**src/rtl/core/smcs_pkg.sv**
```systemverilog
`timescale 1ns / 1ps
// ----------------------------------------------------------------------------
// smcs_pkg
// Shared sizes, codes and control types of the sparse matrix coordinate store.
// ----------------------------------------------------------------------------
package smcs_pkg;

  localparam int MAX_ENTRIES = 256;
  localparam int MAX_DIM     = 64;
  localparam int SYM_W       = 8;
  localparam int DIM_W       = 7;
  localparam int ADDR_W      = $clog2(MAX_ENTRIES);
  localparam int CNT_W       = $clog2(MAX_ENTRIES + 1);
  localparam int CFG_IDX_W   = 2;
  localparam int CFG_DATA_W  = 8;
  localparam int STATUS_W    = 2;

  // operation codes
  localparam logic OP_READ  = 1'b0;
  localparam logic OP_WRITE = 1'b1;

  // status codes
  localparam logic [STATUS_W-1:0] ST_OK    = 2'd0;
  localparam logic [STATUS_W-1:0] ST_RANGE = 2'd1;
  localparam logic [STATUS_W-1:0] ST_FULL  = 2'd2;

  // configuration register indexes
  localparam logic [CFG_IDX_W-1:0] REG_ROWS    = 2'd0;
  localparam logic [CFG_IDX_W-1:0] REG_COLS    = 2'd1;
  localparam logic [CFG_IDX_W-1:0] REG_DEFAULT = 2'd2;

  typedef struct packed {
    logic [DIM_W-1:0] row;
    logic [DIM_W-1:0] col;
    logic [SYM_W-1:0] sym;
  } entry_t;

  typedef enum logic [2:0] {
    S_IDLE,
    S_CHECK,
    S_SCAN_RD,
    S_SCAN_CMP,
    S_SHIFT_RD,
    S_SHIFT_WR
  } state_t;

  typedef enum logic [2:0] {
    FIN_OK,
    FIN_RANGE,
    FIN_FULL,
    FIN_HIT_READ,
    FIN_MISS_READ
  } fin_t;

  typedef struct packed {
    logic load;
    logic clr_idx;
    logic inc_idx;
    logic rd_en;
    logic rd_next;
    logic wr_en;
    logic wr_copy;
    logic cnt_inc;
    logic cnt_dec;
    logic finish;
    fin_t fin;
  } ctl_cmd_t;

  typedef struct packed {
    logic out_of_range;
    logic at_end;
    logic match;
    logic op_write;
    logic sym_default;
    logic full;
    logic shift_last;
  } dp_status_t;

endpackage

```
**src/rtl/core/smcs_ctrl.sv**
```systemverilog
`timescale 1ns / 1ps
// ----------------------------------------------------------------------------
// smcs_ctrl
// Sequencer for range check, linear entry scan, update, append and compaction.
// ----------------------------------------------------------------------------
module smcs_ctrl (
  input  logic                 clk,
  input  logic                 rst,
  input  logic                 start,
  output logic                 busy,
  input  smcs_pkg::dp_status_t st,
  output smcs_pkg::ctl_cmd_t   cmd
);

  import smcs_pkg::*;

  state_t state;
  state_t state_next;

  always_ff @(posedge clk) begin
    if (rst) begin
      state <= S_IDLE;
    end else begin
      state <= state_next;
    end
  end

  always_comb begin
    state_next = state;
    unique case (state)
      S_IDLE: begin
        if (start) state_next = S_CHECK;
      end
      S_CHECK: begin
        state_next = st.out_of_range ? S_IDLE : S_SCAN_RD;
      end
      S_SCAN_RD: begin
        state_next = st.at_end ? S_IDLE : S_SCAN_CMP;
      end
      S_SCAN_CMP: begin
        if (!st.match) begin
          state_next = S_SCAN_RD;
        end else if (st.op_write && st.sym_default) begin
          state_next = S_SHIFT_RD;
        end else begin
          state_next = S_IDLE;
        end
      end
      S_SHIFT_RD: begin
        state_next = st.shift_last ? S_IDLE : S_SHIFT_WR;
      end
      S_SHIFT_WR: begin
        state_next = S_SHIFT_RD;
      end
      default: state_next = S_IDLE;
    endcase
  end

  always_comb begin
    cmd  = '0;
    cmd.fin = FIN_OK;
    busy = (state != S_IDLE);
    unique case (state)
      S_IDLE: begin
        cmd.load = start;
      end
      S_CHECK: begin
        if (st.out_of_range) begin
          cmd.finish = 1'b1;
          cmd.fin    = FIN_RANGE;
        end else begin
          cmd.clr_idx = 1'b1;
        end
      end
      S_SCAN_RD: begin
        if (!st.at_end) begin
          cmd.rd_en = 1'b1;
        end else begin
          // no entry for this cell
          cmd.finish = 1'b1;
          if (!st.op_write) begin
            cmd.fin = FIN_MISS_READ;
          end else if (st.sym_default) begin
            cmd.fin = FIN_OK;
          end else if (st.full) begin
            cmd.fin = FIN_FULL;
          end else begin
            // append at idx, which equals the count here
            cmd.wr_en   = 1'b1;
            cmd.cnt_inc = 1'b1;
            cmd.fin     = FIN_OK;
          end
        end
      end
      S_SCAN_CMP: begin
        if (!st.match) begin
          cmd.inc_idx = 1'b1;
        end else if (!st.op_write) begin
          cmd.finish = 1'b1;
          cmd.fin    = FIN_HIT_READ;
        end else if (!st.sym_default) begin
          cmd.wr_en  = 1'b1;
          cmd.finish = 1'b1;
          cmd.fin    = FIN_OK;
        end
      end
      S_SHIFT_RD: begin
        if (st.shift_last) begin
          cmd.cnt_dec = 1'b1;
          cmd.finish  = 1'b1;
          cmd.fin     = FIN_OK;
        end else begin
          cmd.rd_en   = 1'b1;
          cmd.rd_next = 1'b1;
        end
      end
      S_SHIFT_WR: begin
        cmd.wr_en   = 1'b1;
        cmd.wr_copy = 1'b1;
        cmd.inc_idx = 1'b1;
      end
      default: begin
        cmd.fin = FIN_OK;
      end
    endcase
  end

endmodule

```
**config.mk**
```make
export PLATFORM = sky130hd
export DESIGN_NAME = smcs_ctrl
export DESIGN_NICKNAME = d
export VERILOG_FILES = /design/src/rtl/core/smcs_pkg.sv /design/src/rtl/core/smcs_ctrl.sv
export SDC_FILE = /design/constraint.sdc
export NUM_CORES = 1
export LEC_CHECK = 0
export ABC_AREA = 1
export ABC_CLOCK_PERIOD_IN_PS = 2400
export BUFFER_PORTS_ARGS = -buffer_cell sky130_fd_sc_hd__buf_2
export CAP_MARGIN = 5
export CORE_AREA = 4 4 41 43
export DETAILED_ROUTE_END_ITERATION = 12
export DIE_AREA = 0 0 45 47
export HOLD_SLACK_MARGIN = 0.02
export PLACE_DENSITY = 0.64
export SLEW_MARGIN = 10
export SYNTH_ARGS = -nofsm -noshare
export SYNTH_HDL_FRONTEND = slang
export SYNTH_SLANG_ARGS = --single-unit
```
**constraint.sdc**
```tcl
create_clock -name clk -period 2.4 [get_ports clk]
set_clock_uncertainty 0.05 [all_clocks]
set_input_delay 0.6 -clock clk [delete_from_list [all_inputs] [get_ports clk]]
set_output_delay 0.6 -clock clk [all_outputs]
set_load 0.005 [all_outputs]
```
==> Word-level counts from Yosys, hierarchy flattened <==
Index checks and enable logic that the tools add are counted.
{ "totals": {"out_inout_bits": 14, "word_cells": 48, "regBits": 3, "inputBits": 10} }
{ "op_classes": {"reduce_logical": 3, "n_eq_ne": 6, "mux": 38} }
{ "op_table": {"columns": ["operator", "count"], "rows": [
  ["$mux W4", 5],
  ["$mux W3", 6],
  ["$pmux W3 S6", 1],
  ["$mux W1", 16],
  ["$pmux W3 S4", 1],
  ["$mux W2", 4],
  ["$eq A3 B2 Y1 const B", 2],
  ["$eq A3 B3 Y1 const B", 2],
  ["$mux W5", 1],
  ["$pmux W1 S2", 2],
  ["$pmux W1 S4", 1],
  ["$eq A3 B1 Y1 const B", 1],
  ["$logic_not A3 Y1", 1],
  ["$pmux W1 S3", 1],
  ["$reduce_bool A3 Y1", 1],
  ["$ne A2 B2 Y1 const B", 1],
  ["$logic_and A1 B1 Y1", 1]
]} }

==> Longest topological paths before layout <==
{ "depth": {"ltp_word": 5, "depth_mapped": 6, "depth_no_buf": 6} }

==> Least setup slack after synthesis <==
OpenSTA, ideal clock, no wires.
{ "synth_path": {"path_type": "input port to output port", "start": "in st[2] (netlist bit)", "end": "out cmd[7] (netlist bit)", "stages": 5, "path_slack_ps": 759, "path_buffers": 0, "required_ps": 1750, "t_arrival_ps": 991, "path_cell_list": "inv_1 nand2_1 nor3_1 nand3_1 nand2_1"} }
{ "synth_lines": {"columns": ["element", "line_no", "rtl"], "rows": [
  ["start, declared", "smcs_ctrl.sv:11", "input smcs_pkg::dp_status_t st,"],
  ["end, declared", "smcs_ctrl.sv:12", "output smcs_pkg::ctl_cmd_t cmd"]
]} }

==> results.tsv <==
metric	value	unit
post-route-drc-count	0	
nets	102	
syn-cell-area	327.8	µm²
cts_buffers	3	
internal_power	0.0001352	W
postCtsSetupBuffers	0	
p_comb_share	24.1	%
area_delta_synth_final	48.86	%
clkTransAtPathRegs	0.04	ns
switching_share	29.92	%
fillers	162	
grt_pass1_wl	1566	µm
setup_viol	0	
yosysWarnings	0	
clk_path_buf_depth	2	
drt_first_iter_violations	5	
power_switching	0.00005775	W
reg_top3	state x3	
ys_ff_latch	3	
final_cell_mix	23 x buf_2, 18 x inv_1, 14 x nand2_1	
postSynthAreaPerCell	5.122	µm²
drive_gt1_share	31.87	%
syn_nets	74	
via_count	462	
wire_per_inst	9.113	µm
io_pins	24	
grt_pass1_vias	410	
row_count	13	
seq_power_share	29.3	%
maxSlewHeadroom	83.56	%
cp-start-kind	register	
grt_max_degree	8	
first_pass_iters	4	
portBuffers	23	
final_common_cell	buf_2	
worst-path-buf-inv	2	
fp.dieArea	2115	µm²
cts_tree	done	
post-route-period-util	81.78	%
cts.sinks	3	
finalHoldViolCount	0	
leakage	0.3655	nW
hpwl	794.8	µm
setup_tns	0	ns
globalRoute.totalOverflow	0	
wl	966	µm
crit_fanout	4	
critPathArrivalTime	1.31	ns
antennaDiodeCount	0	
cap_violations	0	
ys_types	11	
pwr-share-clk	46.6	%
end_kind	primary output	
path_cells	inv_1 > nor2_1 > nand3_1 > o21ai_2 > buf_2	
cts-resized-gates	0	
initial_core_util	25.19	%
coreArea	1301	µm²
crit_type	reg -> out	
grt_setup_unrepaired	false	
slowest_stage	dfxtp_1	
required	1.75	ns
power.density	395.5	nW/µm²
tightest_slew	0.2463	ns
largest-register	state	
power.total	0.0001930	W
layout_min_cycle_time	1.963	ns
syn_inst	64	
fp.dieW	45	µm
finalMaxSlewViolations	0	
status	completed	
hold_path.class	in -> reg	
largest_reg_flops	3	
hold_buffers	0	
viasPerCell	4.358	
fmax	0.5095	GHz
clock_latency	0.24	ns
ctsRootBufferMaster	clkbuf_4	
ant_nets	0	
yosysSeqAreaShare	18.32	%
antenna_found_initial	0	
gp_congestion	0.8467	
cpPeakStageDelay	0.37	ns
fp.dieH	47	µm
ir_drop	0.2623	mV
crit_family	flip-flops	
grt_use_total	10.02	%
htreeDepth	1	
-- power by group through the flow --
stage	Clock (W)	Combinational (W)	Sequential, W
after global routing	0.000100	0.0000544	0.0000570
final	0.0000899	0.0000466	0.0000565
after global placement	0	0.0000468	0.0000570
after detailed placement	0	0.0000468	0.0000572
after CTS	0.0000940	0.0000472	0.0000564
after floorplan	0	0.0000257	0.0000561
-- cells in the mapped netlist --
cell,count,area share (%)
inv_1,18,21
dfxtp_1,3,18
o21ai_2,1,2.7
a21oi_1,3,4.6
nand4_1,3,5.7
nand2_1,14,16
nand3_2,1,3.1
nand3_1,10,15
nor2_1,9,10
nor3_1,1,1.5
nor2_2,1,1.9
-- stage by stage --
step                setup slack [ns]  util, %  std cells  hold slack, ns  area (µm²)
finish                        0.4372    37.50        106          0.4839       488.0
global route                  0.2725    37.50        106          0.4738       488.0
CTS                           0.4341    37.50        106          0.4753       488.0
detailed placement            0.5043    35.48        102          0.6196       461.7
global placement              0.5363    35.48        102          0.6175       461.7
floorplan                     0.7587        -         64          0.5646       327.8
-- kinds of logic (layout without fill, tap and decap cells) --
logic type | after synthesis | in the layout | share of synthesized area [%]
compound gates | 4 | 4 | 7.251
flops | 3 | 3 | 18.32
simple gates | 39 | 39 | 53.82
buf+inv | 18 | 45 | 20.61
-- area by class of cell --
class / instances / area, µm² / area share [%]
repair buffers: 23 / 115.1 / 23.59
flip-flops and latches: 3 / 60.06 / 12.31
multi-input cells: 43 / 200.2 / 41.03
clock buffers: 4 / 26.28 / 5.385
inverters: 18 / 67.56 / 13.85
well taps: 15 / 18.77 / 3.846
-- worst paths after layout --
check	slack, ns	endpoint	cells past startpoint	from
max	0.44	cmd[1]	5	state[1]
min	0.48	state[2]	2	rst
min reg2reg	0.63	state[1]	5	state[1]
max reg2reg	1.30	state[2]	5	state[0]
-- routing by layer --
metal  vias up  part of all wire, %  global-route usage, %
met3         0                   14                  5.364
met2        22                   37                  14.69
met5         -                    0                      0
li1        249                    -                      -
met4         0                    0                  1.754
met1       191                   49                  13.12
No activity file was read; power rests on OpenSTA's default activity.
